File: src/rtl/row_bitmap_to_page_bytes_unit_macros.svh
// ----------------------------------------------------------------------------
// Assertion macros for the row bitmap to page bytes unit
// Shared property forms, clocked on clk and disabled during rst.
// ----------------------------------------------------------------------------
`ifndef ROW_BITMAP_TO_PAGE_BYTES_UNIT_MACROS_SVH
`define ROW_BITMAP_TO_PAGE_BYTES_UNIT_MACROS_SVH

// Same-cycle implication.
`define RBP_ASSERT_NOW(label, cond, expr, msg) \
  label: assert property (@(posedge clk) disable iff (rst) (cond) |-> (expr)) \
    else $error(msg);

// Next-cycle implication.
`define RBP_ASSERT_NEXT(label, cond, expr, msg) \
  label: assert property (@(posedge clk) disable iff (rst) (cond) |=> (expr)) \
    else $error(msg);

`endif

File: src/rtl/rbp_pkg.sv
// ----------------------------------------------------------------------------
// rbp_pkg
// Geometry constants and helpers for the row bitmap to page bytes unit.
// ----------------------------------------------------------------------------
`default_nettype none

package rbp_pkg;

  localparam int DISPLAY_WIDTH = 128;
  localparam int PAGE_COUNT    = 8;

  localparam int BYTES_PER_ROW = (DISPLAY_WIDTH / 8) > 0 ? (DISPLAY_WIDTH / 8) : 1;
  localparam int STORED_ROWS   = 7;
  localparam int COL_W  = BYTES_PER_ROW > 1 ? $clog2(BYTES_PER_ROW) : 1;
  localparam int PAGE_W = PAGE_COUNT > 1 ? $clog2(PAGE_COUNT) : 1;

  localparam logic [COL_W-1:0]  LAST_COL  = COL_W'(BYTES_PER_ROW - 1);
  localparam logic [PAGE_W-1:0] LAST_PAGE = PAGE_W'(PAGE_COUNT - 1);
  localparam logic [2:0]        LAST_ROW  = 3'd7;

  typedef logic [COL_W-1:0]  col_t;
  typedef logic [PAGE_W-1:0] page_t;
  typedef logic [8*STORED_ROWS-1:0] store_word_t;

  // Pixel column of the first byte of a byte column, wrapped to 7 bits.
  function automatic logic [6:0] column_base(input col_t col);
    logic [31:0] t;
    t = 32'(col) << 3;
    return t[6:0];
  endfunction

  // Page number wrapped to the 3-bit output field.
  function automatic logic [2:0] page_field(input page_t page);
    logic [31:0] t;
    t = 32'(page);
    return t[2:0];
  endfunction

endpackage

`default_nettype wire

File: src/rtl/row_bitmap_to_page_bytes_unit.sv
// ----------------------------------------------------------------------------
// row_bitmap_to_page_bytes_unit
// Converts row-major monochrome pixel bytes into page-addressed column bytes.
// ----------------------------------------------------------------------------
// Usage:
//   Input stream (s_*): one byte of eight horizontal pixels per transaction,
//   leftmost pixel in bit 7, rows in order, frame after frame.
//   Output stream (m_*): column bytes, top row of the page in bit 0, eight per
//   byte of the eighth row of a page, columns ascending. tlast marks the last
//   column byte of a tile, tuser the last column byte of the frame.
//   Rows 0..6 of a page are written into a store memory, one entry per byte
//   column holding seven row lanes. A byte of row 7 reads that entry into a
//   register, is transposed into a tile buffer and then sent out. m_tvalid
//   rises once a row 7 byte has passed the holding stage into a free tile
//   buffer. Throughput: rows 0..6 take one cycle per byte while the holding
//   stage does not block input; a row 7 byte becomes a tile of eight column
//   bytes that the single output port drains from the tile buffer. The first
//   bytes of the next page wait until the last tile leaves the holding stage.
//   One further tile waits in a holding stage while the buffer drains, so
//   input is accepted during an output stall until that stage is full.
//   Reset clears the row, column and page counters and empties both stages;
//   the store is not cleared, every entry is written before it is read.
// ----------------------------------------------------------------------------
`default_nettype none

module row_bitmap_to_page_bytes_unit (
  input  wire logic        clk,
  input  wire logic        rst,
  input  wire logic        s_tvalid,
  output logic             s_tready,
  input  wire logic [7:0]  s_tdata,   // [7:0] pixel_byte
  output logic             m_tvalid,
  input  wire logic        m_tready,
  output logic [23:0]      m_tdata,   // [7:0] column_byte, [14:8] column_index,
                                      // [17:15] page_index, [23:18] zero
  output logic             m_tlast,   // last_of_tile
  output logic             m_tuser    // end_of_frame
);
  import rbp_pkg::*;

  `include "row_bitmap_to_page_bytes_unit_macros.svh"

  store_word_t row_store [BYTES_PER_ROW];

  logic [2:0] row_in_page;
  col_t       byte_column;
  page_t      current_page;

  // Holding stage: one row 7 byte with its store entry.
  logic        s1_valid;
  logic [7:0]  s1_byte;
  store_word_t rd_data;
  logic [6:0]  s1_base;
  logic [2:0]  s1_page;
  logic        s1_eof;

  // Tile buffer and output sequencer.
  logic       ser_valid;
  logic [2:0] ser_k;
  logic [7:0] tile [8];
  logic [6:0] ser_base;
  logic [2:0] ser_page;
  logic       ser_eof;

  logic       in_acc;
  logic       out_acc;
  logic       load;
  logic [7:0] col_bytes [8];

  assign out_acc  = m_tvalid && m_tready;
  assign load     = s1_valid && (!ser_valid || (out_acc && ser_k == LAST_ROW));
  assign s_tready = !s1_valid || load;
  assign in_acc   = s_tvalid && s_tready;

  // Store: write the row lane on rows 0..6, read the whole entry on row 7.
  always_ff @(posedge clk) begin
    if (in_acc) begin
      if (row_in_page == LAST_ROW) begin
        rd_data <= row_store[byte_column];
      end else begin
        row_store[byte_column][8*row_in_page +: 8] <= s_tdata;
      end
    end
  end

  // Position counters.
  always_ff @(posedge clk) begin
    if (rst) begin
      row_in_page  <= '0;
      byte_column  <= '0;
      current_page <= '0;
    end else if (in_acc) begin
      if (byte_column == LAST_COL) begin
        byte_column <= '0;
        row_in_page <= row_in_page + 3'd1;
        if (row_in_page == LAST_ROW) begin
          current_page <= (current_page == LAST_PAGE) ? '0 : current_page + 1'b1;
        end
      end else begin
        byte_column <= byte_column + 1'b1;
      end
    end
  end

  always_ff @(posedge clk) begin
    if (rst) begin
      s1_valid <= 1'b0;
    end else if (in_acc && row_in_page == LAST_ROW) begin
      s1_valid <= 1'b1;
    end else if (load) begin
      s1_valid <= 1'b0;
    end
  end

  always_ff @(posedge clk) begin
    if (in_acc && row_in_page == LAST_ROW) begin
      s1_byte <= s_tdata;
      s1_base <= column_base(byte_column);
      s1_page <= page_field(current_page);
      s1_eof  <= (byte_column == LAST_COL) && (current_page == LAST_PAGE);
    end
  end

  // Transpose: column k takes bit 7-k of every row, row n lands in bit n.
  always_comb begin
    for (int k = 0; k < 8; k++) begin
      for (int n = 0; n < STORED_ROWS; n++) begin
        col_bytes[k][n] = rd_data[8*n + 7 - k];
      end
      col_bytes[k][7] = s1_byte[7 - k];
    end
  end

  always_ff @(posedge clk) begin
    if (rst) begin
      ser_valid <= 1'b0;
      ser_k     <= '0;
    end else if (load) begin
      ser_valid <= 1'b1;
      ser_k     <= '0;
    end else if (out_acc) begin
      ser_k <= ser_k + 3'd1;
      if (ser_k == LAST_ROW) begin
        ser_valid <= 1'b0;
      end
    end
  end

  always_ff @(posedge clk) begin
    if (load) begin
      for (int k = 0; k < 8; k++) begin
        tile[k] <= col_bytes[k];
      end
      ser_base <= s1_base;
      ser_page <= s1_page;
      ser_eof  <= s1_eof;
    end
  end

  // Base has its low three bits clear, so the column index is a plain OR.
  assign m_tvalid = ser_valid;
  assign m_tdata  = {6'b000000, ser_page, ser_base | {4'b0000, ser_k}, tile[ser_k]};
  assign m_tlast  = (ser_k == LAST_ROW);
  assign m_tuser  = ser_eof && (ser_k == LAST_ROW);

  `RBP_ASSERT_NOW(a_stall_needs_full_stage, !s_tready, s1_valid,
                  "input stalled with empty holding stage")
  `RBP_ASSERT_NEXT(a_load_starts_tile, load, ser_valid && ser_k == 3'd0,
                   "tile load did not restart the sequencer")
  `RBP_ASSERT_NEXT(a_stall_holds_column, ser_valid && !m_tready,
                   ser_valid && $stable(ser_k),
                   "column sequencer moved during output stall")
  `RBP_ASSERT_NOW(a_eof_on_tile_end, m_tvalid && m_tuser, m_tlast,
                  "end of frame outside last column of a tile")

endmodule

`default_nettype wire
File: config.mk
export PLATFORM = sky130hd
export DESIGN_NAME = row_bitmap_to_page_bytes_unit
export DESIGN_NICKNAME = d
export VERILOG_FILES = /design/src/rtl/rbp_pkg.sv /design/src/rtl/row_bitmap_to_page_bytes_unit.sv
export VERILOG_INCLUDE_DIRS = /design/src /design/src/rtl
export SDC_FILE = /design/constraint.sdc
export NUM_CORES = 1
export LEC_CHECK = 0
export BUFFER_PORTS_ARGS = -buffer_cell sky130_fd_sc_hd__buf_2
export CORE_ASPECT_RATIO = 0.5
export CORE_MARGIN = 3
export CORE_UTILIZATION = 55
export DETAILED_ROUTE_END_ITERATION = 8
export GPL_TIMING_DRIVEN = 0
export PLACE_DENSITY = 0.71
export SLEW_MARGIN = 30
export SYNTH_ARGS = -nofsm -noshare
export SYNTH_HDL_FRONTEND = slang
export SYNTH_SLANG_ARGS = --single-unit
File: constraint.sdc
create_clock -name clk -period 6.9 [get_ports clk]
set_clock_uncertainty 0.1 [all_clocks]
set_input_delay 2.07 -clock clk [delete_from_list [all_inputs] [get_ports clk]]
set_output_delay 2.07 -clock clk [all_outputs]
set_load 0.01 [all_outputs]
==> metrics.cfg <==
[worst_setup_path]
endpoint_kind = output port
critPathSlowestCell = buf_2
cp_slowest_stage_delay_ps = 770
crit_family = buffers and inverters
cp_cell_sequence = buf_2, buf_2, mux4_2, mux2_2, buf_2
r2r-start = byte_column[3]
r2r_end = row_store[8][1]
cp.arrival_ps = 3260
worst-setup-path-type = reg -> out
cp-start-kind = register
crit_top_cell = buf_2
path_buf_inv = 3
worstPathRequired_ps = 4730
rrSetupSlack_ps = 2790
crit_fanout = 10
reg2regPathDepth = 6

[die]
fp-row-count = 69
pin_count = 40
start_util_pct = 56.1
dieWidth_um = 389
die_h_um = 197
core_um2 = 71700
dieArea_um2 = 76600

[timing]
hold_viol = 0
rsz0062_at_grt = no
maxSlewViolCount = 0
worst_pin_slew_ps = 1060
tns_ps = 0
fmax_mhz = 184
relSlewSlack_pct = 29.2
setup_slack_ps = 1470
timing.final.setup_violations = 0
fin_crit_ps = 5430
period_share_pct = 78.6
hold_ws_ps = 317

[clocking]
clkTransAtPathRegs_ps = 70
clk_path_buf_depth = 3
ctsHoldBuffers = 0
cts_max_level = 3
clock_sinks = 1058
cts_buffers = 89
insertion_delay_ps = 640
cts_tree = yes
ctsResizeCount = 0
cts-root-buf = clkbuf_16
cts_setup_buffers = 0

[global_route]
grt_start_max_net_pins = 22
grt_pass1_vias = 19600
grt_use_total_pct = 24.5
antenna_found_initial = 8
grt_pass1_wl_um = 134000
grt-ovfl-total = 0

[yosys]
yosys_warnings = 0
async_flop_share_pct = 0
yosys.area.top_type = edfxtp_1
synth_flop_cell = edfxtp_1
synth.most_common_cell = edfxtp_1
ys_seq_elements = 1058
syn_inst = 1864
synth_top_area_share_pct = 77.6
ys_seq_area_share_pct = 78.5
synth.area.top_cells = edfxtp_1, mux4_2, a22oi_1
post_synth_num_cell_types = 43
syn_area_per_cell_um2 = 21.6
synth.top_cells.by_count = edfxtp_1, mux4_2, a22oi_1, nand2_1, nor2_1
netlist_area_um2 = 40200
synth_edf_count = 1040

[drt]
first_iter_violations = 2982
dr.pass1.iters = 5
detail-route-antenna-nets = 0
drt_wl_total_um = 91700
drc = 0
vias = 19600
wl_per_cell_um = 30.0
via_per_inst = 6.42

[worst_hold_path]
whs_endpoint = tile[0][0]
whs_path_depth = 0
hold_class = reg -> reg
hold_path_startpoint = rd_data[7]

[placement]
io_buffers = 33
place_ws_ps = 1530
placed_cells = 2890
dp_hpwl_um = 60400
dpl_cell_area_um2 = 42400
place_congestion = 0.806

[power]
powerDensity_nw_per_um2 = 274
finalPower_mw = 12.4
vdd_ir_drop_max_v = 0.000188
leakagePower_nw = 12.5

[final_layout]
utilization_pct = 63.0
nets = 2049
stdcell_area_um2 = 45200
fillers = 4698
diodes = 0
instances_no_fill = 3055
regArea_um2 = 31600
drive_gt1_share_pct = 27.1
multi_input_area_um2 = 8520
syn_to_final_growth_pct = 12.4

[job]
maxCapViolCount = 0

[outcome]
outcome = complete, no violations

registers in the layout, summed over array words and instances (netlist names), 3 cells and up, named ones only:
name,flops
s1_base,4
current_page,3
row_in_page,3
rd_data,56
ser_page,3
s1_page,3
ser_k,3
byte_column,4
tile,64
s1_byte,8
row_store,896
ser_base,4
layer usage:
layer | routed length (um) | vias to the layer above | GRT usage [%]
li1 | - | 8047 | -
met1 | 37500 | 10400 | 36.8
met2 | 42400 | 1002 | 37.0
met3 | 9750 | 151 | 5.73
met4 | 2120 | 2 | 6.02
met5 | 12 | - | 0
kinds of logic (layout without fill, tap and decap cells):
family | count (synthesis) | count (layout) | share of synthesized area (%)
muxes | 254 | 254 | 13.8
adders and majority gates | 14 | 14 | 0.435
other | 1 | 6 | 0.00932
xor gates and xnor gates | 3 | 3 | 0.0653
DFF | 1058 | 1058 | 78.5
and+or+nand+nor | 290 | 290 | 3.47
buffers and inverters | 116 | 344 | 1.27
AOI/OAI and AO/OA | 128 | 128 | 2.44
final cells by class:
type                    count  share of cell area, %
flip-flops and latches   1058                   69.8
multi-input cells         695                   18.8
clock buffers             116                   5.38
well taps                 958                   2.65
repair buffers             63                   1.22
plain buffers             109                   1.08
clock inverters            49                  0.921
inverters                   7                 0.0581
how the worst max path moves through the flow:
stage	start	slack, ps	cells after the start	to
2_1_floorplan	m_tready	550	2	rd_data[0]
3_3_place_gp	m_tready	-2350	3	rd_data[38]
3_5_place_dp	m_tready	1530	4	s_tready
4_1_cts	register	1400	5	m_tdata[7]
5_1_grt	register	1350	5	m_tdata[5]
6_report	register	1470	5	m_tdata[6]
power by group:
| group | switching, mW | leakage (nW) | internal, mW |
|---|---|---|---|
| clock network | 2.24 | 1.41 | 2.76 |
| logic | 0.249 | 2.56 | 0.163 |
| registers | 0.00396 | 8.54 | 6.97 |
| total | 2.49 | 12.5 | 9.90 |
placed cells by master, fill, tap and decap left out, drive strengths merged, types with 2 or more instances in the layout:
cell type,count
a22oi,112
and2,55
bufinv,7
clkbuf,177
buf,111
mux2,8
mux4,240
clkinv,40
or2b,2
conb,6
xnor2,2
edfxtp,1040
nor3,66
nand3,4
a21oi,7
a211oi,4
nor2,67
nand2,84
nor2b,3
inv,8
mux2i,6
dfxtp,18
nand2b,2
ha,14
Power figures use the tool's default switching activity.
